<file path="config.mk">
export PLATFORM = sky130hd
export DESIGN_NAME = date_add_days
export DESIGN_NICKNAME = d
export VERILOG_FILES = /design/src/design/dad_pkg.sv /design/src/design/date_add_days.sv /design/src/design/dad_datapath.sv /design/src/design/dad_ctrl.sv
export VERILOG_INCLUDE_DIRS = /design/src /design/src/design
export SDC_FILE = /design/constraint.sdc
export NUM_CORES = 1
export LEC_CHECK = 0
export BUFFER_PORTS_ARGS = -buffer_cell sky130_fd_sc_hd__buf_2
export CAP_MARGIN = 20
export CORE_AREA = 8 8 109 211
export DETAILED_ROUTE_END_ITERATION = 7
export DIE_AREA = 0 0 117 219
export GPL_TIMING_DRIVEN = 0
export PLACE_DENSITY = 0.68
export RECOVER_POWER = 25
export SLEW_MARGIN = 20
export SYNTH_ARGS = -nofsm -noshare
export SYNTH_HDL_FRONTEND = slang
export SYNTH_SLANG_ARGS = --single-unit
</file>
<file path="constraint.sdc">
create_clock -name clk_i -period 5.3 [get_ports clk_i]
set_input_delay 0.265 -clock clk_i [delete_from_list [all_inputs] [get_ports clk_i]]
set_output_delay 0.265 -clock clk_i [all_outputs]
set_load 0.005 [all_outputs]
</file>
<file path="src/design/date_add_days_assert.svh">
// ----------------------------------------------------------------------------
// Assertion macros for the date adder, included by dad_ctrl.
// ----------------------------------------------------------------------------
`ifndef DATE_ADD_DAYS_ASSERT_SVH
`define DATE_ADD_DAYS_ASSERT_SVH

// The consequent must hold in the same cycle as the antecedent.
`define DAD_ASSERT_SAME(lbl, ante, cons, msg) \
  lbl: assert property (@(posedge clk_i) disable iff (!rst_ni) (ante) |-> (cons)) \
    else $error(msg);

// The consequent must hold in the cycle after the antecedent.
`define DAD_ASSERT_NEXT(lbl, ante, cons, msg) \
  lbl: assert property (@(posedge clk_i) disable iff (!rst_ni) (ante) |=> (cons)) \
    else $error(msg);

`endif

</file>
<file path="src/design/dad_pkg.sv">
// ----------------------------------------------------------------------------
// dad_pkg
// Widths, calendar constants and controller/datapath interface types.
// ----------------------------------------------------------------------------
`timescale 1ns / 1ps
`default_nettype none

package dad_pkg;

  localparam int unsigned DAY_W     = 5;
  localparam int unsigned MONTH_W   = 4;
  localparam int unsigned YEAR_W    = 14;
  localparam int unsigned COUNT_W   = 16;
  localparam int unsigned S_TDATA_W = 40;
  localparam int unsigned M_TDATA_W = 24;

  // Month codes that matter to the day rollover rule.
  localparam logic [MONTH_W-1:0] MONTH_JAN = 4'd1;
  localparam logic [MONTH_W-1:0] MONTH_FEB = 4'd2;
  localparam logic [MONTH_W-1:0] MONTH_APR = 4'd4;
  localparam logic [MONTH_W-1:0] MONTH_JUN = 4'd6;
  localparam logic [MONTH_W-1:0] MONTH_SEP = 4'd9;
  localparam logic [MONTH_W-1:0] MONTH_NOV = 4'd11;
  localparam logic [MONTH_W:0]   MONTH_MAX = 5'd12;

  localparam logic [DAY_W:0] DAYS_FEB_LEAP = 6'd29;
  localparam logic [DAY_W:0] DAYS_FEB      = 6'd28;
  localparam logic [DAY_W:0] DAYS_SHORT    = 6'd30;
  localparam logic [DAY_W:0] DAYS_LONG     = 6'd31;

  // floor(y / 100) = (y * 5243) >> 19, exact for every 14-bit year.
  localparam logic [12:0] DIV100_MUL   = 13'd5243;
  localparam int unsigned DIV100_SHIFT = 19;
  localparam int unsigned QUOT_W       = 8;
  localparam logic [YEAR_W-1:0] CENTURY = 14'd100;

  typedef struct packed {
    logic load;
    logic step;
    logic emit;
  } dad_cmd_t;

  typedef struct packed {
    logic count_zero;
  } dad_sts_t;

endpackage

`default_nettype wire

</file>
<file path="src/design/date_add_days.sv">
// ----------------------------------------------------------------------------
// date_add_days
// Gregorian date advance by a day count.
// ----------------------------------------------------------------------------
// Usage: a request on the slave stream carries a start date and a day count;
// the block steps the date forward one day per clock and returns the date it
// reaches as one result on the master stream.
// One request is worked on at a time. s_axis_tready_o is high only while the
// block is idle. After a request is accepted, the leap-year pipeline (a
// multiply by the reciprocal of 100 and a remainder check) settles, the step
// logic advances the date through the day count, and the date it reaches is
// written to the result register once that register is free. The block is
// idle again in the same cycle that the result becomes valid.
// The result sits in its own register, so a new request is accepted while a
// finished result waits for m_axis_tready_i. If the receiver stalls long
// enough for the next request to finish too, that request holds in its last
// state until the result register frees.
// Reset clears the sequencer and the result valid flag; the block then waits
// idle with s_axis_tready_o high.
// ----------------------------------------------------------------------------
`timescale 1ns / 1ps
`default_nettype none

module date_add_days (
  input  wire logic                          clk_i,
  input  wire logic                          rst_ni,
  input  wire logic                          s_axis_tvalid_i,
  output      logic                          s_axis_tready_o,
  // start_day[4:0], start_month[8:5], start_year[22:9], day_count[38:23], zero[39]
  input  wire logic [dad_pkg::S_TDATA_W-1:0] s_axis_tdata_i,
  output      logic                          m_axis_tvalid_o,
  input  wire logic                          m_axis_tready_i,
  // end_day[4:0], end_month[8:5], end_year[22:9], zero[23]
  output      logic [dad_pkg::M_TDATA_W-1:0] m_axis_tdata_o
);

  dad_pkg::dad_cmd_t cmd;
  dad_pkg::dad_sts_t sts;

  dad_ctrl u_ctrl (
    .clk_i      (clk_i),
    .rst_ni     (rst_ni),
    .s_tvalid_i (s_axis_tvalid_i),
    .s_tready_o (s_axis_tready_o),
    .m_tvalid_o (m_axis_tvalid_o),
    .m_tready_i (m_axis_tready_i),
    .sts_i      (sts),
    .cmd_o      (cmd)
  );

  dad_datapath u_datapath (
    .clk_i      (clk_i),
    .cmd_i      (cmd),
    .req_data_i (s_axis_tdata_i),
    .sts_o      (sts),
    .res_data_o (m_axis_tdata_o)
  );

endmodule

`default_nettype wire

</file>
<file path="src/design/dad_datapath.sv">
// ----------------------------------------------------------------------------
// dad_datapath
// Working date registers, one-day step logic, leap-year pipeline and the
// result register.
// ----------------------------------------------------------------------------
`timescale 1ns / 1ps
`default_nettype none

module dad_datapath (
  input  wire logic                            clk_i,
  input  wire dad_pkg::dad_cmd_t               cmd_i,
  input  wire logic [dad_pkg::S_TDATA_W-1:0]   req_data_i,
  output      dad_pkg::dad_sts_t               sts_o,
  output      logic [dad_pkg::M_TDATA_W-1:0]   res_data_o
);

  logic [dad_pkg::DAY_W-1:0]   day_q,   day_d;
  logic [dad_pkg::MONTH_W-1:0] month_q, month_d;
  logic [dad_pkg::YEAR_W-1:0]  year_q,  year_d;
  logic [dad_pkg::COUNT_W-1:0] left_q,  left_d;
  logic [dad_pkg::M_TDATA_W-1:0] res_q;

  // Leap-year pipeline, recomputed every cycle from the working year.
  logic [26:0]                 prod;
  logic [dad_pkg::QUOT_W-1:0]  quot_q;
  logic [dad_pkg::YEAR_W-1:0]  yr_q;
  logic [dad_pkg::YEAR_W-1:0]  rem;
  logic                        leap_q, leap_d;

  logic [dad_pkg::DAY_W:0]     next_day;
  logic [dad_pkg::MONTH_W:0]   next_month;
  logic                        short_month;
  logic                        roll;

  assign prod = 27'(year_q) * 27'(dad_pkg::DIV100_MUL);
  assign rem  = yr_q - 14'(quot_q) * dad_pkg::CENTURY;
  assign leap_d = (yr_q[1:0] == 2'b00) && ((rem != '0) || (quot_q[1:0] == 2'b00));

  always_ff @(posedge clk_i) begin
    quot_q <= prod[dad_pkg::DIV100_SHIFT +: dad_pkg::QUOT_W];
    yr_q   <= year_q;
    leap_q <= leap_d;
  end

  always_comb begin
    next_day    = {1'b0, day_q} + 6'd1;
    short_month = (month_q == dad_pkg::MONTH_APR) || (month_q == dad_pkg::MONTH_JUN) ||
                  (month_q == dad_pkg::MONTH_SEP) || (month_q == dad_pkg::MONTH_NOV);
    roll = (next_day > dad_pkg::DAYS_LONG);
    if (month_q == dad_pkg::MONTH_FEB) begin
      roll = roll || (next_day > dad_pkg::DAYS_FEB_LEAP) ||
             ((next_day > dad_pkg::DAYS_FEB) && !leap_q);
    end else if (short_month) begin
      roll = roll || (next_day > dad_pkg::DAYS_SHORT);
    end
    next_month = {1'b0, month_q} + {4'd0, roll};

    day_d   = day_q;
    month_d = month_q;
    year_d  = year_q;
    left_d  = left_q;
    if (cmd_i.load) begin
      day_d   = req_data_i[4:0];
      month_d = req_data_i[8:5];
      year_d  = req_data_i[22:9];
      left_d  = req_data_i[38:23];
    end else if (cmd_i.step) begin
      // A day of 32 always rolls, so the low five bits suffice otherwise.
      day_d  = roll ? 5'd1 : next_day[dad_pkg::DAY_W-1:0];
      left_d = left_q - 16'd1;
      if (next_month > dad_pkg::MONTH_MAX) begin
        month_d = dad_pkg::MONTH_JAN;
        year_d  = year_q + 14'd1;
      end else begin
        month_d = next_month[dad_pkg::MONTH_W-1:0];
      end
    end
  end

  always_ff @(posedge clk_i) begin
    day_q   <= day_d;
    month_q <= month_d;
    year_q  <= year_d;
    left_q  <= left_d;
    if (cmd_i.emit) begin
      res_q <= {1'b0, year_q, month_q, day_q};
    end
  end

  assign sts_o.count_zero = (left_q == '0);
  assign res_data_o       = res_q;

endmodule

`default_nettype wire

</file>
<file path="src/design/dad_ctrl.sv">
// ----------------------------------------------------------------------------
// dad_ctrl
// Sequencer for the date adder: load, leap pipeline settle, day stepping and
// hand-off to the result register.
// ----------------------------------------------------------------------------
`timescale 1ns / 1ps
`default_nettype none
`include "date_add_days_assert.svh"

module dad_ctrl (
  input  wire logic              clk_i,
  input  wire logic              rst_ni,
  input  wire logic              s_tvalid_i,
  output      logic              s_tready_o,
  output      logic              m_tvalid_o,
  input  wire logic              m_tready_i,
  input  wire dad_pkg::dad_sts_t sts_i,
  output      dad_pkg::dad_cmd_t cmd_o
);

  localparam logic [1:0] ST_IDLE  = 2'd0;
  localparam logic [1:0] ST_PREP0 = 2'd1;
  localparam logic [1:0] ST_PREP1 = 2'd2;
  localparam logic [1:0] ST_RUN   = 2'd3;

  logic [1:0] state_q, state_d;
  logic       valid_q, valid_d;
  logic       out_free;

  assign out_free = !valid_q || m_tready_i;

  always_comb begin
    state_d    = state_q;
    cmd_o.load = 1'b0;
    cmd_o.step = 1'b0;
    cmd_o.emit = 1'b0;
    unique case (state_q)
      ST_IDLE: begin
        if (s_tvalid_i) begin
          cmd_o.load = 1'b1;
          state_d    = ST_PREP0;
        end
      end
      // The leap flag trails the working year through quot_q/yr_q and then leap_q.
      ST_PREP0: state_d = ST_PREP1;
      ST_PREP1: state_d = ST_RUN;
      ST_RUN: begin
        if (!sts_i.count_zero) begin
          cmd_o.step = 1'b1;
        end else if (out_free) begin
          cmd_o.emit = 1'b1;
          state_d    = ST_IDLE;
        end
      end
      default: state_d = ST_IDLE;
    endcase
  end

  always_comb begin
    valid_d = valid_q;
    if (cmd_o.emit) begin
      valid_d = 1'b1;
    end else if (m_tready_i) begin
      valid_d = 1'b0;
    end
  end

  always_ff @(posedge clk_i or negedge rst_ni) begin
    if (!rst_ni) begin
      state_q <= ST_IDLE;
      valid_q <= 1'b0;
    end else begin
      state_q <= state_d;
      valid_q <= valid_d;
    end
  end

  assign s_tready_o = (state_q == ST_IDLE);
  assign m_tvalid_o = valid_q;

  `DAD_ASSERT_NEXT(a_accept_prep, s_tvalid_i && s_tready_o, state_q == ST_PREP0, "accept did not start a run")
  `DAD_ASSERT_SAME(a_emit_free, cmd_o.emit, !m_tvalid_o || m_tready_i, "result overwrote a pending one")
  `DAD_ASSERT_SAME(a_step_count, cmd_o.step, !sts_i.count_zero, "step with no days left")
  `DAD_ASSERT_NEXT(a_emit_valid, cmd_o.emit, m_tvalid_o && (state_q == ST_IDLE), "emit lost")

endmodule

`default_nettype wire

</file>
==> results_dict.tcl, run 1 <==
set metrics [dict create \
    status "finished, final reports clean" \
    gp_congestion 0.8660 \
    die-area_um2 25620 \
    worst-setup-path-type "reg -> reg" \
    path_depth 18 \
    cts_tree "done" \
    dp.cells 1122 \
    critPathTopFamily "adder cells" \
    yosys_warnings 0 \
    pin_count 70 \
    drt_wl_total_um 17590 \
    portBuffers 67 \
    syn_to_final_growth_pct 15.02 \
    mostFrequentLayoutCells "inv_1 (159), ha_1 (154), fa_1 (66), buf_2 (66), edfxtp_1 (62)" \
    cp.arrival_ns 5.33 \
    cpPeakStageDelay_ns 0.54 \
    yosysUniqueCellTypes 58 \
    grt.total_usage 0.1448 \
    r2r-end "u_datapath.quot_q[5]" \
    worstPathRequired_ns 5.57 \
    first_pass_iters 5 \
    insertion_delay_ns 0.34 \
    r2r_start "u_datapath.year_q[9]" \
    crit_fanout 6 \
    cts-root-buf "clkbuf_16" \
    post-dp-hpwl_um 14360 \
    synth_fa_ha_area_frac 0.3968 \
    grt_pass1_vias 5958 \
    fin_crit_sh 0.9558 \
    r2r_cells 18 \
    synth_seq_cells 88 \
    ant_nets 0 \
    fin_nets 1164 \
    seq_area_frac_synth 0.2928 \
    core-area_um2 20180 \
    worstPathCellList "buf_12 -> ha_1 -> inv_1 -> fa_1 -> inv_1 -> fa_1 -> fa_1 -> inv_1 -> fa_1 -> inv_1 -> ha_1 -> a21oi_1 -> nand2_1 -> a221oi_2 -> and4_1 -> o21bai_1 -> a21oi_1 -> xnor2_1" \
    hold_end "u_datapath.left_q[9]" \
    multiInputGateArea_um2 5170 \
    fmax_mhz 197.4 \
    wire_per_inst_um 15.02 \
    whs_path_depth 3 \
    synth_cells 789 \
    synth_compound_gate_area_share 0.08452 \
    grt_pass1_wl_um 28920 \
    final_cells 1171 \
    hold_violations 0 \
    antenna_found_initial 0 \
    clockBufferDepth 2 \
    num-fill-cells 1902 \
    num_vias 5825 \
    ys.flop_type "edfxtp_1" \
    post_route_cells_drive_above_1_share 0.1348 \
    tightest_slew_ns 1.023 \
    die_w_um 117 \
    synth_area_um2 8187 \
    setup_viol 0 \
    hold_path_class "in -> reg" \
    yosys.area_share.simple 0.08788 \
    die_h_um 219 \
    reg2reg_slack_ns 0.23 \
    synth_nets 1053 \
    drv_slew 0 \
    cp_slowest_cell "edfxtp_1" \
    initial_utilization 0.4056 \
    grt_max_degree 27 \
    cp-end-kind "flop" \
    startpoint "u_datapath.year_q[9]" \
    cts_max_level 3 \
    numCtsBuffers 9 \
    rows 74 \
    diodes 0 \
    cts.sinks 88 \
    vias_per_cell 4.974 \
    finalClockSkew_ns 0.01109 \
    layout_commonest_cell "inv_1" \
    fin_crit_ns 5.066 \
    worst-path-buf-inv 5 \
    synthXorXnorAreaFrac 0.05624 \
    async_reset_ff_frac 0.03409 \
    critPathLaunchType "flop" \
    drt_iter0_drc 238 \
    overflow 0 \
    synthMuxAreaShare 0.003821 \
    drc 0 \
    path_clk_slew_ns 0.07 \
    max_cap_viol_count 0 \
    relSlewSlack 0.3181 \
    synth_edf_count 62 \
    min_from "s_axis_tdata_i[32]" \
    regArea_um2 2397 \
    synth_top_family_by_area "adder cells" \
    avgSynthCellArea_um2 10.38 \
]
[worst max-delay path by stage]
stage,slack (ns),end
6_report,0.23,u_datapath.quot_q[5]
5_1_grt,-0.03,u_datapath.quot_q[5]
4_1_cts,0.01,u_datapath.quot_q[5]
3_5_place_dp,-0.09,u_datapath.quot_q[2]
3_3_place_gp,-0.08,u_datapath.quot_q[2]
2_1_floorplan,0.76,u_datapath.quot_q[5]
[synth_stat cells, types with 6 or more instances]
library cell  instances  share of area
xnor2_1              34          0.036
nand3_1              14         0.0086
ha_1                154           0.24
edfxtp_1             62           0.23
and3_1                6         0.0046
or3_1                 7         0.0053
fa_1                 66           0.16
clkbuf_1              8         0.0037
nor2_1               23          0.011
dfxtp_1              23          0.056
a21o_1               10         0.0092
xor2_1               16          0.017
inv_1               159          0.073
o21ai_0              36          0.022
nand2_1              57          0.026
a21oi_1              28          0.017
nor3_1               12         0.0073
[per-stage QoR]
| step | cell area (um^2) | utilization | setup WS [ns] | TNS (ns) | hold WS [ns] |
|---|---|---|---|---|---|
| 2_1_floorplan | 8187 | - | 0.7624 | 0 | -0.03059 |
| 3_3_place_gp | 8855 | 0.4387 | -0.07952 | -0.07952 | 0.06157 |
| 3_5_place_dp | 8855 | 0.4387 | -0.09235 | -0.09235 | 0.06556 |
| 4_1_cts | 9200 | 0.4558 | 0.01473 | 0 | 0.1919 |
| 5_1_grt | 9417 | 0.4665 | -0.02571 | -0.03563 | 0.2027 |
| 6_report | 9417 | 0.4665 | 0.2344 | 0 | 0.2005 |
[state kept, by name, summed over array words and instances (netlist names), 2 cells and up]
register               count
u_datapath.year_q         14
u_datapath.month_q         4
u_datapath.quot_q          8
u_datapath.yr_q           14
u_datapath.day_q           5
u_datapath.left_q         16
u_datapath.res_data_o     23
u_ctrl.state_q             2
[cell type report]
| class | instances | share of cell area |
|---|---|---|
| multi-input combinational | 533 | 0.5490 |
| sequential | 88 | 0.2546 |
| inverter | 159 | 0.06338 |
| timing repair buffer | 100 | 0.06298 |
| tap | 266 | 0.03534 |
| clock buffer | 11 | 0.02471 |
| clock inverter | 5 | 0.005979 |
| buffer | 9 | 0.003986 |
[tightest hold or removal path: cells and delay by family]
kind,cells,cell delay [ns]
buffers and inverters,1,0.07
AND/OR/NAND/NOR,1,0.03
AO/OA/AOI/OAI,1,0.06
[kinds of logic (layout without fill, tap and decap cells)]
family,after synthesis,count (layout)
flops,88,88
xor+xnor,51,51
buf+inv,168,284
mux,3,3
other cells,1,1
simple gates,146,146
fa+ha+maj,220,220
compound gates,112,112
[routing by layer]
| layer | up-vias | wire (um) | global-route usage |
|---|---|---|---|
| met5 | - | 0 | 0 |
| li1 | 2870 | - | - |
| met1 | 2807 | 7491 | 0.1787 |
| met2 | 122 | 8883 | 0.2477 |
| met3 | 26 | 805 | 0.02231 |
| met4 | 0 | 408 | 0.05114 |
[timing repair]
action / CTS / global route
setup buffers: 6 / 26
endpoints found under the hold margin: 3 / 0
gates resized for setup: 1 / 2
hold buffers: 1 / 0
endpoints found under the setup margin: 2 / 8
Power of run 1 is not shown: default switching activity piles up to over one toggle a cycle in this logic, so the estimate is an artifact.
==> run 2, diff against run 1 <==
Settings changed: CELL_PAD_IN_SITES_DETAIL_PLACEMENT set to 1, CELL_PAD_IN_SITES_GLOBAL_PLACEMENT set to 1, PLACE_DENSITY 0.68 to 0.8.
==> run 2 against run 1 <==
Against the previous run:
- clock-buffer cell count grew 2
- core utilization is 0.24 points lower
- clock skew fell by 0.0012 ns
- register-to-register slack better by 0.05 ns
- critical path depth unchanged
- maximum frequency rose by 0.94%
- hold slack gained 0.0041 ns
- first-iteration DRC count is 8.4% lower
==> results_dict.tcl, run 2 (synthesized netlist as in run 1, its figures left out) <==
set metrics [dict create \
    tightest_slew_ns 1.101 \
    drt_iter0_drc 218 \
    diodes 0 \
    mostFrequentLayoutCells "inv_1 (159), ha_1 (154), fa_1 (66)" \
    dp.cells 1122 \
    r2r-end "u_datapath.quot_q[5]" \
    drv_slew 0 \
    critPathLaunchType "flop" \
    syn_to_final_growth_pct 14.43 \
    drc 0 \
    hold_violations 0 \
    reg2reg_slack_ns 0.28 \
    die_w_um 117 \
    startpoint "u_datapath.year_q[9]" \
    setup_viol 0 \
    whs_path_depth 3 \
    cp-endpoint "u_datapath.quot_q[5]" \
    gp_congestion 0.8251 \
    final_cells 1169 \
    die-area_um2 25620 \
    crit_fanout 10 \
    cp_slowest_cell "fa_1" \
    cts_tree "done" \
    r2r_start "u_datapath.year_q[9]" \
    status "finished, final reports clean" \
    largest_reg_flops 23 \
    drt_wl_total_um 21210 \
    worstPathRequired_ns 5.56 \
    finalClockSkew_ns 0.009889 \
    multiInputGateArea_um2 5170 \
    final_util 0.4641 \
    vias_per_cell 5.059 \
    fin_crit_sh 0.9469 \
    rows 74 \
    overflow 0 \
    cts-root-buf "clkbuf_16" \
    cp-end-kind "flop" \
    grt_pass1_wl_um 32500 \
    post_route_cells_drive_above_1_share 0.1251 \
    antenna_found_initial 0 \
    regArea_um2 2397 \
    worstPathCellList "buf_4 -> buf_4 -> fa_1 -> ha_1 -> inv_1 -> fa_1 -> inv_1 -> fa_1 -> inv_1 -> fa_1 -> inv_1 -> ha_1 -> a211o_1 -> a221oi_2 -> and4_1 -> o21bai_1 -> a21oi_1 -> xnor2_1" \
    first_pass_iters 5 \
    fin_crit_ns 5.018 \
    critPathTopFamily "adder cells" \
    numCtsBuffers 9 \
    max_cap_viol_count 0 \
    cpPeakStageDelay_ns 0.54 \
    ant_nets 0 \
    cts.sinks 88 \
    cp.arrival_ns 5.28 \
    grt_pass1_vias 6496 \
    initial_utilization 0.4056 \
    worst-path-buf-inv 6 \
    clockBufferDepth 2 \
    fmax_mhz 199.3 \
    die_h_um 219 \
    grt.total_usage 0.1648 \
    r2r_cells 18 \
    num-fill-cells 2335 \
    path_depth 18 \
    core-area_um2 20180 \
    layout_commonest_cell "inv_1" \
    hold_ws_ns 0.2046 \
    wire_per_inst_um 18.15 \
    relSlewSlack 0.2663 \
    cts_max_level 3 \
    portBuffers 67 \
    hold_path_class "in -> reg" \
    post-dp-hpwl_um 16500 \
    pin_count 70 \
    path_clk_slew_ns 0.06 \
    worst-setup-path-type "reg -> reg" \
    fin_nets 1162 \
    grt_max_degree 27 \
    num_vias 5914 \
    insertion_delay_ns 0.34 \
]
-- run 2: worst min-delay path by stage --
stage / slack, ns / to / start
3_5_place_dp: 0.06 / u_ctrl.m_tvalid_o / rst_ni
5_1_grt: 0.21 / u_datapath.month_q[2] / s_axis_tdata_i[7]
3_3_place_gp: 0.06 / u_ctrl.m_tvalid_o / rst_ni
6_report: 0.20 / u_datapath.left_q[13] / s_axis_tdata_i[36]
4_1_cts: 0.20 / u_datapath.left_q[13] / s_axis_tdata_i[36]
2_1_floorplan: -0.03 / u_ctrl.m_tvalid_o / rst_ni
-- run 2: cell type report --
cell class | instances | share of cell area
Tap cell | 266 | 0.03553
Clock inverter | 3 | 0.004675
Inverter | 159 | 0.06371
Buffer | 9 | 0.004007
Clock buffer | 13 | 0.02564
Multi-Input combinational cell | 533 | 0.5519
Sequential cell | 88 | 0.2559
Timing Repair Buffer | 98 | 0.05864
-- run 2: worst min-delay path, delay by kind of cell --
kind	cells	cell delay [ns]
buf+inv	1	0.08
compound gates	1	0.05
simple gates	1	0.04
-- run 2: per-layer routing --
layer,track usage,share of wire,vias up
met5,0,0,-
met3,0.01955,0.036,32
met2,0.3096,0.54,119
met1,0.1848,0.40,2909
met4,0.05200,0.028,0
li1,-,-,2854
-- run 2: timing repair --
| item | CTS | global route |
|---|---|---|
| endpoints found under the hold margin | 3 | 0 |
| endpoints found under the setup margin | 3 | 3 |
| hold buffers | 1 | 0 |
| gates resized for setup | 1 | 2 |
| buffers inserted | 4 | 26 |
| cloned | 0 | 0 |
-- run 2: per-stage QoR --
step | setup slack [ns] | area [um^2] | setup TNS, ns
6_report | 0.2815 | 9368 | 0
5_1_grt | -0.006418 | 9368 | -0.006418
4_1_cts | 0.01366 | 9185 | 0
3_5_place_dp | -0.03369 | 8855 | -0.03369
3_3_place_gp | -0.02369 | 8855 | -0.02369
2_1_floorplan | 0.7624 | 8187 | 0
Power of run 2 is left out for the same reason.
==> run 3, diff against run 2 <==
Settings changed: CTS_BUF_LIST set to sky130_fd_sc_hd__clkbuf_4 sky130_fd_sc_hd__clkbuf_8.
==> run 3 against run 2 <==
Against the previous run:
- register-to-register slack about the same
- die area did not move
- core utilization decreased by 0.29 points
- highest routed layer unchanged
- global-route usage shrank 0.11 points
- critical path depth unchanged
- cell count increased by 0.34%
==> results_dict.tcl, run 3 (synthesized netlist as in run 1, its figures left out) <==
set metrics [dict create \
    setup_viol 0 \
    crit_fanout 10 \
    ant_nets 0 \
    cpPeakStageDelay_ns 0.54 \
    wire_per_inst_um 17.30 \
    post-place-ws_ns -0.03369 \
    status "finished, final reports clean" \
    whs_path_depth 3 \
    largest_reg_flops 23 \
    layout_commonest_cell "inv_1" \
    hold_violations 0 \
    cp_slowest_cell "fa_1" \
    grt.total_usage 0.1636 \
    cp.arrival_ns 5.30 \
    hold_path_class "in -> reg" \
    rows 74 \
    drt_iter0_drc 199 \
    multiInputGateArea_um2 5170 \
    reg2reg_slack_ns 0.28 \
    num_vias 5884 \
    numCtsBuffers 9 \
    grt_pass1_wl_um 32220 \
    worstPathCellList "buf_4 -> buf_4 -> fa_1 -> ha_1 -> inv_1 -> fa_1 -> inv_1 -> fa_1 -> inv_1 -> fa_1 -> inv_1 -> ha_1 -> a211o_1 -> a221oi_2 -> and4_1 -> o21bai_1 -> a21oi_1 -> xnor2_1" \
    worstPathRequired_ns 5.58 \
    cts-root-buf "clkbuf_8" \
    relSlewSlack 0.2954 \
    first_pass_iters 4 \
    grt_max_degree 27 \
    antenna_found_initial 0 \
    die_w_um 117 \
    final_util 0.4613 \
    cts.sinks 88 \
    drv_slew 0 \
    num-fill-cells 2346 \
    pin_count 70 \
    diodes 0 \
    worst-setup-path-type "reg -> reg" \
    regArea_um2 2397 \
    fin_crit_sh 0.9470 \
    drc 0 \
    post-dp-hpwl_um 16500 \
    max_cap_viol_count 0 \
    critPathLaunchType "flop" \
    fmax_mhz 199.2 \
    cp-end-kind "flop" \
    vias_per_cell 5.016 \
    overflow 0 \
    path_clk_slew_ns 0.09 \
    syn_to_final_growth_pct 13.72 \
    portBuffers 67 \
    cts_max_level 3 \
    cts_tree "done" \
    mostFrequentLayoutCells "inv_1 (159), ha_1 (154), fa_1 (66)" \
    insertion_delay_ns 0.36 \
    post_route_cells_drive_above_1_share 0.1323 \
    finalWorstSetupSlack_ns 0.2809 \
    grt_pass1_vias 6543 \
    r2r-end "u_datapath.quot_q[5]" \
    fin_nets 1166 \
    tightest_slew_ns 1.057 \
    initial_utilization 0.4056 \
    r2r_start "u_datapath.year_q[9]" \
    die_h_um 219 \
    fin_crit_ns 5.019 \
    clockBufferDepth 2 \
    finalClockSkew_ns 0.01369 \
    gp_congestion 0.8251 \
    core-area_um2 20180 \
    hold_end "u_datapath.left_q[13]" \
    drt_wl_total_um 20300 \
    die-area_um2 25620 \
    final.setup.tns_ns 0 \
    r2r_cells 18 \
    min_from "s_axis_tdata_i[36]" \
]
## run 3: repair_timing
item,4_1_cts,5_1_grt
hold buffers,1,0
endpoints found under the hold margin,3,0
buffers inserted,5,29
gates resized for setup,1,2
setup endpoints to repair,3,3
## run 3: routing by layer
metal	wire length, um	vias up	GRT usage
met5	0	-	0
met1	8132	2895	0.1822
met4	408	0	0.06274
met2	11010	111	0.3017
met3	747	21	0.02258
li1	-	2857	-
## run 3: worst max-delay path, delay by kind of cell (launching register included)
kind	cells	cell delay [ns]
XOR/XNOR	1	0.15
adder cells (fa/ha/maj)	6	2.66
flip-flops	1	0.38
buffers and inverters	6	0.55
AO/OA/AOI/OAI	4	0.90
AND/OR/NAND/NOR	1	0.28
## run 3: worst max-delay path by stage
stage	startpoint	endpoint	slack (ns)
after floorplan	u_datapath.year_q[9]	u_datapath.quot_q[5]	0.76
after global placement	u_datapath.year_q[4]	u_datapath.quot_q[2]	-0.02
after detailed placement	u_datapath.year_q[5]	u_datapath.quot_q[5]	-0.03
after CTS	u_datapath.year_q[9]	u_datapath.quot_q[2]	0.01
final	u_datapath.year_q[9]	u_datapath.quot_q[5]	0.28
after global routing	u_datapath.year_q[12]	u_datapath.quot_q[5]	-0.007
## run 3: layout make-up
type                       instances  area share
buffer                             9    0.004032
multi-input combinational        533      0.5553
clock buffer                      13     0.01653
tap                              266     0.03575
inverter                         159     0.06410
clock inverter                     3    0.004704
timing repair buffer             102     0.06209
sequential                        88      0.2575
## run 3: through the flow
step / instance area [um^2] / std cells / hold WS, ns
2_1_floorplan: 8187 / 789 / -0.03059
3_3_place_gp: 8855 / 1122 / 0.06222
6_report: 9310 / 1173 / 0.1815
4_1_cts: 9106 / 1144 / 0.1595
3_5_place_dp: 8855 / 1122 / 0.06446
5_1_grt: 9310 / 1173 / 0.1772
Power of run 3 is left out for the same reason.
